## src/sccc_pkg.sv

```systemverilog
// Shared types, constants and helper functions for the scaled calendar clock.
// Used by sccc_minute_unit, sccc_calendar and scaled_calendar_clock; no dependencies.
package sccc_pkg;

	// Time scale in Q7.8: 1x after reset, 100x at most.
	localparam logic [14:0] SCALE_RESET = 15'd256;
	localparam logic [14:0] SCALE_MAX   = 15'd25600;

	// Minute store width and one hour in units of 2^-18 minute.
	localparam int          MIN_W    = 31;
	localparam logic [30:0] HOUR_FIX = 31'd15728640;

	localparam logic [4:0] HOURS_PER_DAY   = 5'd24;
	localparam logic [3:0] MONTHS_PER_YEAR = 4'd12;

	// Calendar after reset: January 1, 2024, 06:00.
	localparam int         YEAR_RESET      = 2024;
	localparam logic [6:0] YMOD100_RESET   = 7'd24;
	localparam logic [1:0] CENTMOD4_RESET  = 2'd0;
	localparam logic [4:0] HOUR_RESET      = 5'd6;

	typedef enum logic [2:0] {
		PH_NIGHT     = 3'd0,
		PH_DAWN      = 3'd1,
		PH_MORNING   = 3'd2,
		PH_NOON      = 3'd3,
		PH_AFTERNOON = 3'd4,
		PH_DUSK      = 3'd5,
		PH_MIDNIGHT  = 3'd6
	} day_phase_t;

	// Control strobes from the sequencer to the minute datapath.
	typedef struct packed {
		logic load;  // multiply ticks by the scale
		logic x60;   // times 60 to get the minute increment
		logic add;   // add the increment to the minute store
		logic sub;   // take one hour off the minute store
	} minute_ctrl_t;

	function automatic logic [4:0] month_days(input logic [3:0] month, input logic leap);
		logic [4:0] len;
		unique case (month)
			4'd2:                    len = leap ? 5'd29 : 5'd28;
			4'd4, 4'd6, 4'd9, 4'd11: len = 5'd30;
			default:                 len = 5'd31;
		endcase
		return len;
	endfunction

	function automatic day_phase_t phase_of(input logic [4:0] hour);
		day_phase_t ph;
		if (hour < 5'd6)       ph = PH_NIGHT;
		else if (hour < 5'd8)  ph = PH_DAWN;
		else if (hour < 5'd11) ph = PH_MORNING;
		else if (hour < 5'd13) ph = PH_NOON;
		else if (hour < 5'd16) ph = PH_AFTERNOON;
		else if (hour < 5'd18) ph = PH_DUSK;
		else if (hour < 5'd22) ph = PH_NIGHT;
		else                   ph = PH_MIDNIGHT;
		return ph;
	endfunction

endpackage

```

## src/sccc_minute_unit.sv

```systemverilog
// Minute datapath: scale multiply, times-60 step and the shared hour subtract/compare.
// Depends on sccc_pkg.
module sccc_minute_unit (
	input  logic                clk,
	input  logic                arst_n,
	input  sccc_pkg::minute_ctrl_t ctrl,
	input  logic [9:0]          delta_ticks,
	input  logic [14:0]         scale,
	output logic [23:0]         minute,
	output logic                hour_over
);
	import sccc_pkg::*;

	logic [24:0]      prod_q;
	logic [MIN_W-1:0] inc_q;
	logic [MIN_W-1:0] min_q;

	always_ff @(posedge clk) begin
		if (ctrl.load) begin
			prod_q <= 25'(delta_ticks) * 25'(scale);
		end
		if (ctrl.x60) begin
			inc_q <= (MIN_W'(prod_q) << 6) - (MIN_W'(prod_q) << 2);
		end
	end

	// One adder/subtractor serves both the accumulate and every hour rollover.
	always_ff @(posedge clk or negedge arst_n) begin
		if (!arst_n) begin
			min_q <= '0;
		end else if (ctrl.add) begin
			min_q <= min_q + inc_q;
		end else if (ctrl.sub) begin
			min_q <= min_q - HOUR_FIX;
		end
	end

	assign hour_over = (min_q >= HOUR_FIX);
	assign minute    = min_q[23:0];

endmodule

```

## src/sccc_calendar.sv

```systemverilog
// Hour, day, month and year counters with Gregorian leap years.
// Depends on sccc_pkg.
module sccc_calendar #(
	parameter int YEAR_BITS = 16
) (
	input  logic                 clk,
	input  logic                 arst_n,
	input  logic                 hour_step,
	output logic [YEAR_BITS-1:0] year,
	output logic [3:0]           month,
	output logic [4:0]           day,
	output logic [4:0]           hour,
	output logic                 day_roll
);
	import sccc_pkg::*;

	logic [YEAR_BITS-1:0] year_q;
	logic [3:0]           month_q;
	logic [4:0]           day_q;
	logic [4:0]           hour_q;
	// Year modulo 100 and century modulo 4 replace divisions in the leap test.
	logic [6:0]           ymod100_q;
	logic [1:0]           centmod4_q;
	logic                 leap;
	logic                 month_end;
	logic                 year_end;
	logic                 year_sat;

	assign leap = ((ymod100_q[1:0] == 2'd0) && (ymod100_q != 7'd0)) ||
	              ((ymod100_q == 7'd0) && (centmod4_q == 2'd0));
	assign day_roll  = hour_step && (hour_q == HOURS_PER_DAY - 5'd1);
	assign month_end = (day_q >= month_days(month_q, leap));
	assign year_end  = (month_q == MONTHS_PER_YEAR);
	assign year_sat  = (year_q == {YEAR_BITS{1'b1}});

	always_ff @(posedge clk or negedge arst_n) begin
		if (!arst_n) begin
			year_q     <= YEAR_BITS'(YEAR_RESET);
			month_q    <= 4'd1;
			day_q      <= 5'd1;
			hour_q     <= HOUR_RESET;
			ymod100_q  <= YMOD100_RESET;
			centmod4_q <= CENTMOD4_RESET;
		end else if (hour_step) begin
			if (!day_roll) begin
				hour_q <= hour_q + 5'd1;
			end else begin
				hour_q <= 5'd0;
				if (!month_end) begin
					day_q <= day_q + 5'd1;
				end else begin
					day_q <= 5'd1;
					if (!year_end) begin
						month_q <= month_q + 4'd1;
					end else begin
						month_q <= 4'd1;
						// The year holds at its maximum; the leap counters hold with it.
						if (!year_sat) begin
							year_q <= year_q + YEAR_BITS'(1);
							if (ymod100_q == 7'd99) begin
								ymod100_q  <= 7'd0;
								centmod4_q <= centmod4_q + 2'd1;
							end else begin
								ymod100_q <= ymod100_q + 7'd1;
							end
						end
					end
				end
			end
		end
	end

	assign year  = year_q;
	assign month = month_q;
	assign day   = day_q;
	assign hour  = hour_q;

endmodule

```

## src/scaled_calendar_clock.sv

```systemverilog
// Top level of the scaled calendar clock: sequencer, scale register and result word.
// Depends on sccc_pkg, sccc_minute_unit and sccc_calendar.
//
// Each input word is a real-time tick in 1/1024 s. The tick is scaled by the Q7.8
// scale register (written through cfg_we/cfg_wdata, clamped to 100x, 1x after
// reset) and by 60 to give game minutes in 2^-18 minute, which are added to the minute
// store. Whole hours are then taken off one per cycle by a single shared subtractor,
// and each one steps the calendar (hours, days, months, years with Gregorian leap
// years; the year holds at 2^YEAR_BITS-1). The block takes one word at a time: after
// in_valid/in_ready it runs the times-60 step, the add and the hour rollovers (0 to 100
// at 100x) before the result word is offered, and is held longer only while an earlier
// result word still waits on out_ready. A scale of 0 pauses the clock: the tick then
// skips these steps and the result repeats the stored date and time, with no phase
// change. Every result word carries the date, time, day phase, a phase-change flag and
// the day rollovers caused by the tick (saturating at 7). The phase starts as night, so
// the first running tick reports a change unless it ends in a night hour. The scale
// register is to be written only while idle; the block itself does not enforce this.
module scaled_calendar_clock #(
	parameter int YEAR_BITS = 16
) (
	input  logic        clk,
	input  logic        arst_n,
	input  logic        cfg_we,
	input  logic [14:0] cfg_wdata,
	input  logic        in_valid,
	output logic        in_ready,
	input  logic [9:0]  delta_ticks,
	output logic        out_valid,
	input  logic        out_ready,
	output logic [15:0] year_now,
	output logic [3:0]  month_now,
	output logic [4:0]  day_now,
	output logic [4:0]  hour_now,
	output logic [23:0] minute_fixed,
	output logic [2:0]  day_phase,
	output logic        phase_changed,
	output logic [2:0]  days_advanced
);
	import sccc_pkg::*;

	typedef enum logic [2:0] {
		ST_IDLE,
		ST_X60,
		ST_ADD,
		ST_ROLL,
		ST_FIN
	} state_t;

	state_t               state_q;
	logic [14:0]          scale_q;
	day_phase_t           phase_q;
	logic [2:0]           days_q;
	logic                 paused_q;

	logic                 out_valid_q;
	logic [15:0]          out_year_q;
	logic [3:0]           out_month_q;
	logic [4:0]           out_day_q;
	logic [4:0]           out_hour_q;
	logic [23:0]          out_minute_q;
	day_phase_t           out_phase_q;
	logic                 out_changed_q;
	logic [2:0]           out_days_q;

	minute_ctrl_t         mctrl;
	logic [23:0]          minute;
	logic                 hour_over;
	logic                 hour_step;
	logic [YEAR_BITS-1:0] year;
	logic [3:0]           month;
	logic [4:0]           day;
	logic [4:0]           hour;
	logic                 day_roll;
	logic                 accept;
	logic                 out_free;
	logic                 out_load;
	day_phase_t           phase_next;

	assign in_ready   = (state_q == ST_IDLE);
	assign accept     = in_valid && in_ready;
	assign out_free   = !out_valid_q || out_ready;
	assign out_load   = (state_q == ST_FIN) && out_free;
	assign phase_next = phase_of(hour);

	// The multiply is skipped for a paused clock; nothing else moves then either.
	assign mctrl = '{
		load: accept && (scale_q != 15'd0),
		x60:  (state_q == ST_X60),
		add:  (state_q == ST_ADD),
		sub:  (state_q == ST_ROLL) && hour_over
	};
	assign hour_step = mctrl.sub;

	sccc_minute_unit u_minute (
		.clk         (clk),
		.arst_n      (arst_n),
		.ctrl        (mctrl),
		.delta_ticks (delta_ticks),
		.scale       (scale_q),
		.minute      (minute),
		.hour_over   (hour_over)
	);

	sccc_calendar #(
		.YEAR_BITS (YEAR_BITS)
	) u_calendar (
		.clk       (clk),
		.arst_n    (arst_n),
		.hour_step (hour_step),
		.year      (year),
		.month     (month),
		.day       (day),
		.hour      (hour),
		.day_roll  (day_roll)
	);

	always_ff @(posedge clk or negedge arst_n) begin
		if (!arst_n) begin
			state_q       <= ST_IDLE;
			scale_q       <= SCALE_RESET;
			phase_q       <= PH_NIGHT;
			days_q        <= 3'd0;
			paused_q      <= 1'b0;
			out_valid_q   <= 1'b0;
			out_year_q    <= 16'd0;
			out_month_q   <= 4'd0;
			out_day_q     <= 5'd0;
			out_hour_q    <= 5'd0;
			out_minute_q  <= 24'd0;
			out_phase_q   <= PH_NIGHT;
			out_changed_q <= 1'b0;
			out_days_q    <= 3'd0;
		end else begin
			if (cfg_we) begin
				scale_q <= (cfg_wdata > SCALE_MAX) ? SCALE_MAX : cfg_wdata;
			end
			// A new word may replace one that leaves in the same cycle.
			if (out_load) begin
				out_valid_q <= 1'b1;
			end else if (out_ready) begin
				out_valid_q <= 1'b0;
			end
			unique case (state_q)
				ST_IDLE: begin
					if (in_valid) begin
						days_q   <= 3'd0;
						paused_q <= (scale_q == 15'd0);
						state_q  <= (scale_q == 15'd0) ? ST_FIN : ST_X60;
					end
				end
				ST_X60: state_q <= ST_ADD;
				ST_ADD: state_q <= ST_ROLL;
				ST_ROLL: begin
					// One hour leaves the minute store per cycle until less than an hour is left.
					if (hour_over) begin
						if (day_roll && (days_q != 3'd7)) begin
							days_q <= days_q + 3'd1;
						end
					end else begin
						state_q <= ST_FIN;
					end
				end
				ST_FIN: begin
					if (out_load) begin
						out_year_q   <= 16'(year);
						out_month_q  <= month;
						out_day_q    <= day;
						out_hour_q   <= hour;
						out_minute_q <= minute;
						out_days_q   <= days_q;
						if (paused_q) begin
							out_phase_q   <= phase_q;
							out_changed_q <= 1'b0;
						end else begin
							phase_q       <= phase_next;
							out_phase_q   <= phase_next;
							out_changed_q <= (phase_next != phase_q);
						end
						state_q <= ST_IDLE;
					end
				end
				default: state_q <= ST_IDLE;
			endcase
		end
	end

	assign out_valid     = out_valid_q;
	assign year_now      = out_year_q;
	assign month_now     = out_month_q;
	assign day_now       = out_day_q;
	assign hour_now      = out_hour_q;
	assign minute_fixed  = out_minute_q;
	assign day_phase     = out_phase_q;
	assign phase_changed = out_changed_q;
	assign days_advanced = out_days_q;

	// A taken word keeps the block busy for at least the next cycle.
	a_busy_after_accept: assert property (@(posedge clk) disable iff (!arst_n)
		accept |=> !in_ready)
		else $error("input taken while previous word still in progress");

	// Between words the minute store always holds less than one hour.
	a_minute_in_range: assert property (@(posedge clk) disable iff (!arst_n)
		in_ready |-> !hour_over)
		else $error("minute store not normalized while idle");

	// The offered phase always matches the phase kept for the next comparison.
	a_phase_tracks: assert property (@(posedge clk) disable iff (!arst_n)
		out_valid_q |-> (out_phase_q == phase_q))
		else $error("result phase differs from stored phase");

	// The hour never leaves 0..23.
	a_hour_range: assert property (@(posedge clk) disable iff (!arst_n)
		hour < HOURS_PER_DAY)
		else $error("hour counter out of range");

endmodule
```

## config.mk

```make
export PLATFORM = sky130hd
export DESIGN_NAME = scaled_calendar_clock
export DESIGN_NICKNAME = d
export VERILOG_FILES = /design/src/sccc_pkg.sv /design/src/sccc_minute_unit.sv /design/src/sccc_calendar.sv /design/src/scaled_calendar_clock.sv
export SDC_FILE = /design/constraint.sdc
export NUM_CORES = 1
export LEC_CHECK = 0
export BUFFER_PORTS_ARGS = -buffer_cell sky130_fd_sc_hd__buf_4
export CAP_MARGIN = 20
export CORE_ASPECT_RATIO = 0.7
export CORE_MARGIN = 2
export CORE_UTILIZATION = 57
export CTS_CLUSTER_DIAMETER = 60
export DETAILED_ROUTE_END_ITERATION = 6
export GPL_TIMING_DRIVEN = 1
export MAX_ROUTING_LAYER = met4
export PLACE_DENSITY = 0.78
export SYNTH_ARGS = -nofsm -noshare
export SYNTH_HDL_FRONTEND = slang
export SYNTH_SLANG_ARGS = --single-unit
```

## constraint.sdc

```tcl
create_clock -name clk -period 5.15 [get_ports clk]
set_clock_uncertainty 0.2 [all_clocks]
set_input_delay 1.2875 -clock clk [delete_from_list [all_inputs] [get_ports clk]]
set_output_delay 1.2875 -clock clk [all_outputs]
set_load 0.1 [all_outputs]
```

Word-level counts from Yosys, hierarchy flattened
Index checks and enable logic that the tools add are counted.

storage, ports and cells
  bits of input ports = 30
  output and inout bits = 63
  bits in registers = 210

operators by class
  bitwise operators = 2
  eq/ne operators = 20
  multiply operators = 1
  reductions and logical operators = 31
  magnitude comparators = 10
  multiplexer cells = 29
  $add $sub $neg = 10

operators by type and width
  cell                      count
  $mux W31                  2
  $mux W3                   15
  $add A31 B31 Y31          1
  $ge A31 B24 Y1 const B    1
  $sub A31 B24 Y31 const B  1
  $sub A31 B27 Y31          1
  $mul A10 B15 Y25          1
  $add A16 B1 Y16 const B   1
  $eq A16 B16 Y1 const B    1
  $gt A15 B15 Y1 const B    1
  $logic_not A15 Y1         1
  $lt A5 B4 Y1 const B      3
  $lt A5 B5 Y1 const B      3
  $mux W15                  1
  $pmux W3 S5               1
  $reduce_bool A15 Y1       1
  $eq A4 B4 Y1 const B      3
  $add A5 B1 Y5 const B     2
  $mux W5                   2
  $pmux W5 S2               1
  $reduce_and A3 Y1         3
  $eq A4 B3 Y1 const B      2
  $logic_and A1 B1 Y1       8
  $ne A2 B2 Y1 const B      4
  32 further kinds          43

Depth between registers and ports, before layout
Gate-level depths: netlist (run 1).

  depth after elaboration = 10
  mapped depth = 22
  mapped depth without buffers = 21

By module
From an unflattened synthesis (run 1), not the netlist that was laid out.

unflattened totals
  cells, all modules = 1625
  area total of the unflattened synthesis = 16392.0 um2

modules (own cells, without submodules)
  module                 area each (um2)  cells an instance  times used
  sccc_minute_unit       10661.5          1154               1
  scaled_calendar_clock  3462.1           265                1
  sccc_calendar          2268.4           206                1

Worst setup path before layout (run 1)
No wires, ideal clock.

  path kind = input to register
  from = input port delta_ticks[3]
  to = register u_minute.prod_q[23] (data pin)
  path slack = -1.363 ns
  stages = 20
  library setup time = 0.265 ns
  buffers on the path = 1
  data arrival time = 6.048 ns
  required time = 4.685 ns
  cells stage by stage = clkbuf_1 -> nand2_1 -> fa_1 -> inv_1 -> fa_1 -> ha_1 -> fa_1 -> inv_1 -> fa_1 -> inv_1 -> ha_1 -> and3_1 -> a221oi_1 -> a211oi_1 -> nor2_1 -> o31a_1 -> a21oi_1 -> a21oi_1 -> o21ai_0 -> xor2_1

between the ends
  longest elaborated chain between the ends = 1

RTL lines
  element                 line                         source
  start: declaration      scaled_calendar_clock.sv:27  input logic [9:0] delta_ticks,
  $mul A10 B15 Y25        sccc_minute_unit.sv:20       prod_q <= 25'(delta_ticks) * 25'(scale);
  end signal: assignment  sccc_minute_unit.sv:20
  end: declaration        sccc_minute_unit.sv:14       logic [24:0] prod_q;

Every way passes these cells.
A chain may end at the register's enable or synchronous reset.

Worst setup path in the final report (run 1)
  from = input port delta_ticks[2]
  to = register u_minute.prod_q[22] (data pin)

The elaborated chain is that of the path after synthesis.

==> results of run 1 <==
-- metal layers --
layer  share of wire  wire length (microns)  vias up  track usage
met4           0.015                    527        0       0.0538
met1            0.46                  16100     5866        0.352
met2            0.48                  16900      318        0.439
li1                -                      -     5699            -
met5               0                      0        -            -
met3           0.048                   1710       41       0.0256
-- power groups by stage --
stage	clock network [uW]	registers [uW]	logic, uW
final	1500	2850	8770
after global routing	1590	2910	9660
after CTS	1520	2850	8490
after detailed placement	0	2880	8110
after global placement	0	2850	7850
after floorplan	0	3470	5310
-- path summary, 6_finish.rpt --
kind                                             to  slack (ps)  cells past startpoint
max in group asynchronous        u_minute.min_q[28]        3170                      2
max                             u_minute.prod_q[22]        -600                     20
min                        u_calendar.centmod4_q[0]         280                      1
max reg2reg                     u_minute.prod_q[22]        -360                     19
min reg2reg                u_calendar.centmod4_q[0]         280                      1
min in group asynchronous       u_calendar.month[1]         590                      1
-- registers in the layout, summed over array words and instances (netlist names), 7 cells and up --
name and cells:
minute_fixed 22, year_now 16, u_minute.inc_q 29, u_minute.min_q 29
scale_q 15, u_minute.prod_q 25, u_calendar.ymod100_q 7, u_calendar.year 16
-- final cells by class --
| cell class | count | area [sq um] | share of cell area |
|---|---|---|---|
| inverters | 182 | 683 | 0.0370 |
| clock inverters | 14 | 108 | 0.00583 |
| multi-input cells | 1143 | 9660 | 0.523 |
| clock buffers | 24 | 562 | 0.0304 |
| well taps | 364 | 455 | 0.0247 |
| flip-flops and latches | 204 | 5390 | 0.292 |
| repair buffers | 199 | 1600 | 0.0865 |
-- through the flow --
stage          setup WS [ps]  hold slack (ps)
6_report                -600              277
5_1_grt                 -724              284
4_1_cts                 -528              277
3_5_place_dp           -1270              268
3_3_place_gp           -1190              260
2_1_floorplan           -816              242
-- synth_stat cells, drive strengths merged (22+ instances only) --
cell type / count / share of area
edfxtp: 54 / 0.10
nor2: 57 / 0.014
a21oi: 72 / 0.023
and2: 76 / 0.031
fa: 103 / 0.13
xor2: 37 / 0.021
nand3: 22 / 0.0071
dfrtp: 136 / 0.22
inv: 182 / 0.044
ha: 125 / 0.10
clkbuf: 54 / 0.013
nand2: 208 / 0.050
xnor2: 66 / 0.037
a21o: 28 / 0.014
nor3: 23 / 0.0081
mux2: 52 / 0.038
o21ai: 92 / 0.030
-- kinds of logic after synthesis --
kind of cell / after synthesis / share of synthesized area
other cells: 1 / 0.000241
flops: 204 / 0.347
compound gates: 284 / 0.113
simple gates: 474 / 0.151
mux: 52 / 0.0377
buf+inv: 243 / 0.0595
fa+ha+maj: 228 / 0.234
xor+xnor: 103 / 0.0581
-- timing repair --
item	4_1_cts	5_1_grt
endpoints found under the setup margin	15	16
gates resized for setup	38	33
pin swaps	43	34
buffers inserted	14	10
==> out/summary.json, run 1 <==
{
  "outcome": {
    "outcome": "finished with violations",
    "failing_checks": "negative setup slack"
  },
  "synth": {
    "ys_types": 67,
    "synth-seq-area-share": 0.347,
    "synth.ff_latch_count": 204,
    "number_of_flops_mapped_to_enable_cells_by_yosys": 54,
    "synthesis.area_per_instance_sq_um": 9.77,
    "cell_area_synth_sq_um": 15500,
    "postSynth.asyncResetShare": 0.735,
    "synth_ff_type": "sky130_fd_sc_hd__dfrtp_1",
    "synth_warnings": 0,
    "synth_cells": 1589
  },
  "die": {
    "total_die_area_sq_um": 28600,
    "core_area_sq_um": 26800,
    "die_height_microns": 142,
    "floorplan_row_count": 50,
    "dieWidth_microns": 201,
    "floorplan.initialDensity": 0.580,
    "number_of_placed_i_o_pins": 93
  },
  "detailed_routing": {
    "totalWireLength_mm": 35.3,
    "routedWlPerCell_microns": 16.6,
    "post_drt_via_cell_ratio": 5.60,
    "drt-pass1-iter-count": 5,
    "ant_nets": 0,
    "first_iter_violations": 742,
    "vias": 11924,
    "drcViolationCount": 0
  },
  "placement": {
    "placement.cell_area_sq_um": 17400,
    "place_hpwl_mm": 27.1,
    "portBuffers": 90,
    "routabilityCongestion": 0.897,
    "dp.cells": 2074
  },
  "global_routing": {
    "grt_antenna_before_repair": 0,
    "grt_start_max_net_pins": 90,
    "globalRouteOverflowTotal": 0,
    "vias_in_the_first_global_route": 12182,
    "first_pass_grt_wire_length_mm": 59.8,
    "grt.total_usage": 0.262
  },
  "pwr": {
    "power_density_nw_per_um2": 711,
    "power.static_leakage_uw": 0.00893,
    "share_seq_of_total_power": 0.217,
    "cell_internal_pwr_uw": 7060,
    "total_net_switching_power_uw": 6060,
    "power.share.switching": 0.462,
    "clockPowerShare": 0.114,
    "design_power_total_uw": 13100,
    "power.share.combinational": 0.669,
    "ir_drop_uv": 471
  },
  "timing": {
    "hold_violations": 0,
    "final.min_clock_period_ps": 5750,
    "setup_ws_ps": -600,
    "grt_setup_unrepaired": "true",
    "clock.fmax_mhz": 174,
    "worst_pin_slew_ps": 932,
    "setup-tns-final_ps": -5710,
    "timing_max_transition_violations_final": 0,
    "timing.final.setup_violations": 15,
    "timing.max_slew.rel_slack": 0.378,
    "period_share": 1.12
  },
  "critical_path": {
    "worst_setup_path_end_kind": "flip-flop",
    "critical_path.slowest_cell": "sky130_fd_sc_hd__fa_1",
    "cp_data_arrival_time_ps": 5800,
    "cpPeakStageDelay_ps": 520,
    "critical_path_buf_inv_count": 5,
    "timing.critical_path.max_delay_family": "adder cells",
    "timing.setup.critical_path_class": "in -> reg",
    "r2r-start": "scale_q[4]",
    "critical_path.startpoint": "delta_ticks[2]",
    "critPathLaunchType": "input port",
    "critical_path.cell_chain": "buf_12 -> buf_4 -> nand2_1 -> fa_1 -> inv_1 -> fa_1 -> fa_1 -> fa_1 -> inv_1 -> fa_1 -> inv_2 -> ha_4 -> a21o_1 -> a21o_1 -> a21oi_2 -> nand2b_4 -> a31oi_4 -> a311o_1 -> a21oi_2 -> xnor2_1",
    "critical_path_peak_fanout": 6,
    "critPathRequiredTime_ps": 5200,
    "crit_top_cell": "sky130_fd_sc_hd__fa_1"
  },
  "layout": {
    "fillCellCount": 1999,
    "number_of_antenna_cells_inserted": 0,
    "layoutNonFillerInstCount": 2130,
    "layout.nets": 2009,
    "top_library_cells_by_usage_in_the_layout_fill_and_taps_aside": "188 x sky130_fd_sc_hd__nand2_1, 181 x sky130_fd_sc_hd__buf_4, 171 x sky130_fd_sc_hd__inv_1",
    "most_frequent_standard_cell_in_the_layout_excluding_fill_and_tap_cells": "sky130_fd_sc_hd__nand2_1",
    "area_delta_synth_final_pct": 18.9,
    "postLayoutCoreUtil": 0.689,
    "postLayoutCellArea_sq_um": 18500,
    "post_route_cells_drive_above_1_share": 0.224
  },
  "clocking": {
    "numClockSinks": 204,
    "cts-htree-levels": 1,
    "cts.root.buffer_cell": "sky130_fd_sc_hd__clkbuf_16",
    "postCtsHoldBufs": 0,
    "cts_tree": "built",
    "clockBufferDepth": 3,
    "cts_made_buffers": 21,
    "worst_setup_hold_path_clk_slew_ps": 60,
    "clk_latency_ps": 520
  },
  "worst_hold_path": {
    "min-delay-path-class": "reg -> reg",
    "holdCritStartpoint": "u_calendar.centmod4_q[0]"
  },
  "flow_run": {
    "max_cap_violations": 0
  }
}
No activity file was read; power rests on OpenSTA's default activity.
==> inputs of run 2 (changes only) <==
--- a/config.mk
+++ b/config.mk
@@ -5,16 +5,16 @@
 export SDC_FILE = /design/constraint.sdc
 export NUM_CORES = 1
 export LEC_CHECK = 0
-export BUFFER_PORTS_ARGS = -buffer_cell sky130_fd_sc_hd__buf_4
+export BUFFER_PORTS_ARGS = -buffer_cell sky130_fd_sc_hd__clkbuf_2
 export CAP_MARGIN = 20
 export CORE_ASPECT_RATIO = 0.7
 export CORE_MARGIN = 2
-export CORE_UTILIZATION = 57
+export CORE_UTILIZATION = 61
 export CTS_CLUSTER_DIAMETER = 60
 export DETAILED_ROUTE_END_ITERATION = 6
 export GPL_TIMING_DRIVEN = 1
 export MAX_ROUTING_LAYER = met4
-export PLACE_DENSITY = 0.78
+export PLACE_DENSITY = 0.8
 export SYNTH_ARGS = -nofsm -noshare
 export SYNTH_HDL_FRONTEND = slang
 export SYNTH_SLANG_ARGS = --single-unit
==> constraint.sdc (replaced) <==
create_clock -name clk -period 6.24 [get_ports clk]
set_clock_uncertainty 0.2 [all_clocks]
set_input_delay 1.56 -clock clk [delete_from_list [all_inputs] [get_ports clk]]
set_output_delay 1.56 -clock clk [all_outputs]
set_load 0.1 [all_outputs]
==> out/summary.json, run 2 (synthesized netlist as in run 1, its figures left out) <==
{
  "outcome": {
    "outcome": {"value": "complete, no violations", "change": "was finished with violations"}
  },
  "timing": {
    "period_share": 0.983,
    "final.min_clock_period_ps": 6140,
    "timing.max_slew.rel_slack": {"value": 0.337, "change": "was 0.378"},
    "grt_setup_unrepaired": {"value": "true", "change": "unchanged"},
    "setup-tns-final": {"value": 0, "unit": "ps", "change": "was -5710 ps"},
    "worst_pin_slew": {"value": 994, "unit": "ps", "change": "was 932 ps"},
    "clock.fmax_mhz": 163,
    "hold_violations": {"value": 0, "change": "unchanged"},
    "timing_max_transition_violations_final": {"value": 0, "change": "unchanged"},
    "timing.final.setup_violations": {"value": 0, "change": "was 15"}
  },
  "clocking": {
    "cts.root.buffer_cell": {"value": "sky130_fd_sc_hd__clkbuf_16", "change": "unchanged"},
    "cts-htree-levels": {"value": 1, "change": "unchanged"},
    "numClockSinks": {"value": 204, "change": "unchanged"},
    "clockBufferDepth": {"value": 3, "change": "unchanged"},
    "cts_made_buffers": {"value": 22, "change": "was 21"},
    "cts_tree": {"value": "built", "change": "unchanged"},
    "postCtsHoldBufs": {"value": 0, "change": "unchanged"},
    "worst_setup_hold_path_clk_slew": {"value": 60, "unit": "ps", "change": "about the same"},
    "clk_latency": {"value": 520, "unit": "ps", "change": "about the same"}
  },
  "die": {
    "number_of_placed_i_o_pins": {"value": 93, "change": "unchanged"},
    "die_height": {"value": 137, "unit": "microns", "change": "was 142 microns"},
    "core_area": {"value": 24800, "unit": "sq um", "change": "was 26800 sq um"},
    "floorplan.initialDensity": {"value": 0.626, "change": "was 0.580"},
    "total_die_area": {"value": 26800, "unit": "sq um", "change": "was 28600 sq um"},
    "floorplan_row_count": {"value": 48, "change": "was 50"},
    "dieWidth": {"value": 195, "unit": "microns", "change": "was 201 microns"}
  },
  "detailed_routing": {
    "drcViolationCount": {"value": 0, "change": "unchanged"},
    "routedWlPerCell": {"value": 16.4, "unit": "microns", "change": "was 16.6 microns"},
    "vias": {"value": 11702, "change": "was 11924"},
    "first_iter_violations": {"value": 855, "change": "was 742"},
    "post_drt_via_cell_ratio": {"value": 5.73, "change": "was 5.60"},
    "totalWireLength": {"value": 33.5, "unit": "mm", "change": "was 35.3 mm"},
    "drt-pass1-iter-count": {"value": 5, "change": "unchanged"},
    "ant_nets": {"value": 0, "change": "unchanged"}
  },
  "placement": {
    "place_hpwl": {"value": 25.2, "unit": "mm", "change": "was 27.1 mm"},
    "placement.cell_area": {"value": 16800, "unit": "sq um", "change": "was 17400 sq um"},
    "routabilityCongestion": {"value": 0.913, "change": "was 0.897"},
    "portBuffers": {"value": 90, "change": "unchanged"},
    "dp.cells": {"value": 1998, "change": "was 2074"}
  },
  "worst_hold_path": {
    "min-delay-path-class": {"value": "reg -> reg", "change": "unchanged"},
    "worst_hold_path.num_cells": {"value": 2, "change": "was 1"},
    "holdPathEnd": {"value": "year_now[10]", "change": "was u_calendar.centmod4_q[0]"},
    "holdCritStartpoint": {"value": "year_now[10]", "change": "was u_calendar.centmod4_q[0]"}
  },
  "global_routing": {
    "grt_start_max_net_pins": {"value": 110, "change": "was 90"},
    "first_pass_grt_wire_length": {"value": 56.0, "unit": "mm", "change": "was 59.8 mm"},
    "grt_antenna_before_repair": {"value": 0, "change": "unchanged"},
    "globalRouteOverflowTotal": {"value": 0, "change": "unchanged"},
    "grt.total_usage": {"value": 0.263, "change": "was 0.262"},
    "vias_in_the_first_global_route": {"value": 11448, "change": "was 12182"}
  },
  "layout": {
    "area_delta_synth_final": {"value": 13.9, "unit": "%", "change": "was 18.9%"},
    "number_of_antenna_cells_inserted": {"value": 0, "change": "unchanged"},
    "most_frequent_standard_cell_in_the_layout_excluding_fill_and_tap_cells": {"value": "sky130_fd_sc_hd__nand2_1", "change": "unchanged"},
    "layout.nets": {"value": 1958, "change": "was 2009"},
    "top_library_cells_by_usage_in_the_layout_fill_and_taps_aside": {"value": "199 x sky130_fd_sc_hd__nand2_1, 177 x sky130_fd_sc_hd__inv_1, 136 x sky130_fd_sc_hd__dfrtp_1", "change": "was 188 x sky130_fd_sc_hd__nand2_1, 181 x sky130_fd_sc_hd__buf_4, 171 x sky130_fd_sc_hd__inv_1"},
    "post_route_cells_drive_above_1_share": {"value": 0.182, "change": "was 0.224"},
    "layoutNonFillerInstCount": {"value": 2041, "change": "was 2130"},
    "postLayoutCellArea": {"value": 17700, "unit": "sq um", "change": "was 18500 sq um"},
    "biggestRegsByFlops": {"value": "u_minute.inc_q: 29 flops, u_minute.min_q: 29 flops, u_minute.prod_q: 25 flops", "change": "unchanged"}
  },
  "flow_run": {
    "max_cap_violations": {"value": 0, "change": "unchanged"}
  },
  "critical_path": {
    "critical_path_peak_fanout": {"value": 3, "change": "was 6"},
    "critPathLaunchType": {"value": "input port", "change": "unchanged"},
    "r2r.worst_path.cells": {"value": 21, "change": "was 19"},
    "crit-reg2reg-capture": {"value": "u_minute.prod_q[19]", "change": "was u_minute.prod_q[22]"},
    "r2r-start": {"value": "scale_q[7]", "change": "was scale_q[4]"},
    "cp_data_arrival_time": {"value": 6180, "unit": "ps", "change": "was 5800 ps"},
    "r2r_slack": {"value": 560, "unit": "ps", "change": "was -360 ps"},
    "critPathRequiredTime": {"value": 6290, "unit": "ps", "change": "was 5200 ps"},
    "timing.setup.critical_path_class": {"value": "in -> reg", "change": "unchanged"},
    "worst_setup_path_end_kind": {"value": "flip-flop", "change": "unchanged"}
  },
  "pwr": {
    "design_power_total": {"value": 10400, "unit": "uW", "change": "was 13100 uW"},
    "power.static_leakage": {"value": 0.00857, "unit": "uW", "change": "was 0.00893 uW"},
    "power_density": {"value": 589, "unit": "nW/um^2", "change": "was 711 nW/um^2"},
    "ir_drop": {"value": 429, "unit": "uV", "change": "was 471 uV"}
  }
}
## run 2: cell count changes in the layout (fill, tap and decap cells not counted), sizes merged
cell | before | now
clkinv | 10 | 5
clkbuf | 24 | 113
buf | 199 | 65
bufinv | 1 | 3
inv | 185 | 183
## run 2: critical path, stage by stage
cell                       delay, ps
sky130_fd_sc_hd__buf_4           110
sky130_fd_sc_hd__nand2_2          60
sky130_fd_sc_hd__fa_1            560
sky130_fd_sc_hd__inv_1            50
sky130_fd_sc_hd__fa_1            470
sky130_fd_sc_hd__inv_1            50
sky130_fd_sc_hd__fa_1            480
sky130_fd_sc_hd__inv_1            50
sky130_fd_sc_hd__fa_1            490
sky130_fd_sc_hd__inv_2            40
sky130_fd_sc_hd__fa_1            550
sky130_fd_sc_hd__inv_2            50
sky130_fd_sc_hd__ha_4            270
sky130_fd_sc_hd__o21a_1          120
sky130_fd_sc_hd__o21ai_1          60
sky130_fd_sc_hd__a211oi_1        220
sky130_fd_sc_hd__nor2_1          110
sky130_fd_sc_hd__o31a_1          320
sky130_fd_sc_hd__a21oi_2         210
sky130_fd_sc_hd__a21oi_2          90
sky130_fd_sc_hd__buf_4           150
sky130_fd_sc_hd__xnor2_2         120
## run 2: report_power, final
part | switching [uW] | internal, uW
clock | 548 | 890
sequential | 368 | 2000
combinational | 3870 | 2730
## run 2: worst max path at each step
stage                              start                  end
after global routing      delta_ticks[7]  u_minute.prod_q[19]
after global placement    delta_ticks[2]  u_minute.prod_q[24]
after detailed placement  delta_ticks[2]  u_minute.prod_q[24]
after CTS                 delta_ticks[2]  u_minute.prod_q[24]
final                     delta_ticks[1]  u_minute.prod_q[19]
after floorplan           delta_ticks[1]  u_minute.prod_q[23]
## run 2: repair_timing
item                                    in CTS  in global routing
endpoints found under the setup margin       0                  8
resized for setup                            0                 31
buffers inserted                             0                  2
## run 2: area by class of cell
cell class | instances | area (sq um)
Clock buffer | 31 | 681
Clock inverter | 9 | 139
Inverter | 182 | 683
Sequential cell | 204 | 5390
Tap cell | 325 | 407
Fill cell | 1737 | 7120
Multi-Input combinational cell | 1143 | 9470
Timing Repair Buffer | 147 | 912
## run 2: routing by layer
| metal | wire length (microns) | track usage | vias to the layer above |
|---|---|---|---|
| li1 | - | - | 5588 |
| met1 | 15500 | 0.364 | 5709 |
| met2 | 15600 | 0.428 | 351 |
| met3 | 1750 | 0.0282 | 54 |
| met4 | 616 | 0.0526 | 0 |
| met5 | 0 | - | - |
## run 2: metrics by stage
| step | utilization | setup slack, ps | hold slack, ps |
|---|---|---|---|
| 2_1_floorplan | - | -14.5 | 242 |
| 3_3_place_gp | 0.676 | -410 | 259 |
| 3_5_place_dp | 0.676 | -478 | 267 |
| 4_1_cts | 0.709 | 4.01 | 280 |
| 5_1_grt | 0.713 | -46.8 | 294 |
| 6_report | 0.713 | 105 | 279 |
==> inputs of run 3 (changes only) <==
--- a/config.mk
+++ b/config.mk
@@ -15,6 +15,7 @@
 export GPL_TIMING_DRIVEN = 1
 export MAX_ROUTING_LAYER = met4
 export PLACE_DENSITY = 0.8
+export REMOVE_ABC_BUFFERS = 1
 export SYNTH_ARGS = -nofsm -noshare
 export SYNTH_HDL_FRONTEND = slang
 export SYNTH_SLANG_ARGS = --single-unit
==> out/summary.json, run 3 (synthesized netlist as in run 1, its figures left out) <==
{
  "outcome": {
    "outcome": {"value": "complete, no violations", "change": "unchanged"}
  },
  "critical_path": {
    "cp_data_arrival_time": {"value": 6260, "unit": "ps", "change": "was 6180 ps"},
    "critPathRequiredTime": {"value": 6300, "unit": "ps", "change": "was 6290 ps"},
    "worst_setup_path_end_kind": {"value": "flip-flop", "change": "unchanged"},
    "timing.setup.critical_path_class": {"value": "in -> reg", "change": "unchanged"},
    "critical_path_peak_fanout": {"value": 6, "change": "was 3"},
    "critPathLaunchType": {"value": "input port", "change": "unchanged"}
  },
  "global_routing": {
    "grt_start_max_net_pins": {"value": 104, "change": "was 110"},
    "grt.total_usage": {"value": 0.279, "change": "was 0.263"},
    "vias_in_the_first_global_route": {"value": 11797, "change": "was 11448"},
    "first_pass_grt_wire_length": {"value": 58.8, "unit": "mm", "change": "was 56.0 mm"},
    "grt_antenna_before_repair": {"value": 0, "change": "unchanged"},
    "globalRouteOverflowTotal": {"value": 0, "change": "unchanged"}
  },
  "detailed_routing": {
    "first_iter_violations": {"value": 721, "change": "was 855"},
    "topRoutingLayerUsed": {"value": "met4", "change": "unchanged"},
    "ant_nets": {"value": 0, "change": "unchanged"},
    "drcViolationCount": {"value": 0, "change": "unchanged"},
    "totalWireLength": {"value": 34.9, "unit": "mm", "change": "was 33.5 mm"},
    "drt-pass1-iter-count": {"value": 5, "change": "unchanged"},
    "vias": {"value": 11739, "change": "was 11702"},
    "post_drt_via_cell_ratio": {"value": 5.73, "change": "about the same"},
    "routedWlPerCell": {"value": 17.0, "unit": "microns", "change": "was 16.4 microns"},
    "route.met3.wl": {"value": 2.29, "unit": "mm", "change": "was 1.75 mm"},
    "met2RoutedLength": {"value": 15.4, "unit": "mm", "change": "was 15.6 mm"},
    "detail_route.wirelength.met1": {"value": 16.6, "unit": "mm", "change": "was 15.5 mm"}
  },
  "die": {
    "number_of_placed_i_o_pins": {"value": 93, "change": "unchanged"},
    "dieWidth": {"value": 195, "unit": "microns", "change": "unchanged"},
    "total_die_area": {"value": 26800, "unit": "sq um", "change": "unchanged"},
    "floorplan_row_count": {"value": 48, "change": "unchanged"},
    "floorplan.initialDensity": {"value": 0.626, "change": "unchanged"},
    "core_area": {"value": 24800, "unit": "sq um", "change": "unchanged"},
    "die_height": {"value": 137, "unit": "microns", "change": "unchanged"}
  },
  "placement": {
    "place_hpwl": {"value": 26.3, "unit": "mm", "change": "was 25.2 mm"},
    "portBuffers": {"value": 90, "change": "unchanged"},
    "dp_worst_setup_slack": {"value": -814, "unit": "ps", "change": "was -478 ps"},
    "routabilityCongestion": {"value": 0.941, "change": "was 0.913"}
  },
  "timing": {
    "final.min_clock_period": {"value": 6200, "unit": "ps", "change": "was 6140 ps"},
    "setup-tns-final": {"value": 0, "unit": "ps", "change": "unchanged"},
    "timing.final.setup_violations": {"value": 0, "change": "unchanged"},
    "timing.max_slew.rel_slack": {"value": 0.340, "change": "was 0.337"},
    "worst_pin_slew": {"value": 986, "unit": "ps", "change": "was 994 ps"},
    "grt_setup_unrepaired": {"value": "true", "change": "unchanged"},
    "hold_violations": {"value": 0, "change": "unchanged"},
    "hold_ws": {"value": 270, "unit": "ps", "change": "was 279 ps"},
    "setup_ws": {"value": 38.6, "unit": "ps", "change": "was 105 ps"},
    "period_share": {"value": 0.994, "change": "was 0.983"},
    "timing_max_transition_violations_final": {"value": 0, "change": "unchanged"},
    "clock.fmax": {"value": 161, "unit": "MHz", "change": "was 163 MHz"}
  },
  "pwr": {
    "power.static_leakage": {"value": 0.00862, "unit": "uW", "change": "was 0.00857 uW"},
    "power_density": {"value": 593, "unit": "nW/um^2", "change": "was 589 nW/um^2"},
    "design_power_total": {"value": 10500, "unit": "uW", "change": "was 10400 uW"},
    "ir_drop": {"value": 381, "unit": "uV", "change": "was 429 uV"}
  },
  "clocking": {
    "postCtsHoldBufs": {"value": 0, "change": "unchanged"},
    "cts_tree": {"value": "built", "change": "unchanged"},
    "numClockSinks": {"value": 204, "change": "unchanged"},
    "cts.root.buffer_cell": {"value": "sky130_fd_sc_hd__clkbuf_16", "change": "unchanged"},
    "clockBufferDepth": {"value": 3, "change": "unchanged"},
    "cts-htree-levels": {"value": 1, "change": "unchanged"},
    "worst_setup_hold_path_clk_slew": {"value": 70, "unit": "ps", "change": "was 60 ps"},
    "cts_made_buffers": {"value": 22, "change": "unchanged"},
    "clk_latency": {"value": 530, "unit": "ps", "change": "was 520 ps"}
  },
  "layout": {
    "most_frequent_standard_cell_in_the_layout_excluding_fill_and_tap_cells": {"value": "sky130_fd_sc_hd__nand2_1", "change": "unchanged"},
    "fillCellCount": {"value": 1767, "change": "was 1737"},
    "layout.nets": {"value": 1967, "change": "was 1958"},
    "number_of_antenna_cells_inserted": {"value": 0, "change": "unchanged"},
    "post_route_cells_drive_above_1_share": {"value": 0.187, "change": "was 0.182"},
    "area_delta_synth_final": {"value": 14.5, "unit": "%", "change": "was 13.9%"},
    "biggestRegsByFlops": {"value": "u_minute.inc_q: 29 flops, u_minute.min_q: 29 flops, u_minute.prod_q: 25 flops", "change": "unchanged"},
    "top_library_cells_by_usage_in_the_layout_fill_and_taps_aside": {"value": "203 x sky130_fd_sc_hd__nand2_1, 176 x sky130_fd_sc_hd__inv_1, 136 x sky130_fd_sc_hd__dfrtp_1", "change": "was 199 x sky130_fd_sc_hd__nand2_1, 177 x sky130_fd_sc_hd__inv_1, 136 x sky130_fd_sc_hd__dfrtp_1"}
  },
  "flow_run": {
    "max_cap_violations": {"value": 0, "change": "unchanged"}
  },
  "worst_hold_path": {
    "min-delay-path-class": {"value": "reg -> reg", "change": "unchanged"}
  }
}
-- run 3: changes by cell type in the layout (fill, tap and decap cells not counted), sizes merged --
cell / change
clkinv: +1
inv: +4
buf: +6
clkinvlp: +1
clkbuf: -3
-- run 3: final timing paths --
check                                         from                   to  depth (start not counted)  slack [ps]
worst max-delay path                delta_ticks[5]  u_minute.prod_q[19]                         22          40
worst min-delay path            u_minute.min_q[30]   u_minute.min_q[30]                          1         270
worst max register to register          scale_q[2]  u_minute.prod_q[19]                         19         490
worst min register to register  u_minute.min_q[30]   u_minute.min_q[30]                          1         270
max in group asynchronous                   arst_n           scale_q[9]                          2        3730
min in group asynchronous                   arst_n          year_now[8]                          1         950
-- run 3: cell type report --
class                      instances  area [sq um]  area share
inverter                         182           683      0.0384
clock buffer                      25           614      0.0345
sequential                       204          5390       0.303
tap                              325           407      0.0229
clock inverter                    15           176     0.00992
multi-input combinational       1143          9480       0.533
timing repair buffer             156          1030      0.0577
-- run 3: metrics by stage --
step / std cells / area (sq um) / utilization
after floorplan: 1529 / 15300 / -
after global placement: 2005 / 16600 / 0.670
after detailed placement: 2005 / 16600 / 0.670
after CTS: 2045 / 17600 / 0.708
after global routing: 2050 / 17800 / 0.717
final: 2050 / 17800 / 0.717
-- run 3: worst max-delay path: stages --
cell and delay, ps:
sky130_fd_sc_hd__buf_4 140, sky130_fd_sc_hd__and2_4 140, sky130_fd_sc_hd__fa_2 400, sky130_fd_sc_hd__fa_1 570, sky130_fd_sc_hd__inv_2 40, sky130_fd_sc_hd__fa_1 510
sky130_fd_sc_hd__inv_2 40, sky130_fd_sc_hd__fa_1 500, sky130_fd_sc_hd__inv_1 50, sky130_fd_sc_hd__fa_1 480, sky130_fd_sc_hd__inv_2 50, sky130_fd_sc_hd__ha_4 270
sky130_fd_sc_hd__buf_6 100, sky130_fd_sc_hd__o21a_1 160, sky130_fd_sc_hd__o21ai_2 80, sky130_fd_sc_hd__a211oi_2 200, sky130_fd_sc_hd__nor2_2 80, sky130_fd_sc_hd__o31a_1 320
sky130_fd_sc_hd__a21oi_2 220, sky130_fd_sc_hd__a21oi_2 100, sky130_fd_sc_hd__buf_4 140, sky130_fd_sc_hd__xnor2_1 110
-- run 3: timing repair --
| item | 4_1_cts | 5_1_grt |
|---|---|---|
| setup buffers | 0 | 4 |
| pin swaps | 16 | 51 |
| gates resized for setup | 33 | 38 |
| endpoints found under the setup margin | 9 | 9 |
-- run 3: layer usage --
metal  global-route usage  vias to the layer above
met1                0.392                     5730
met3               0.0492                       47
li1                     -                     5611
met2                0.432                      351
met4               0.0564                        0
met5                    -                        -
-- run 3: power by group --
group          internal (uW)  switching, uW  leakage [uW]
clock network            842            573      0.000395
logic                   2760           4040       0.00580
registers               1990            341       0.00243
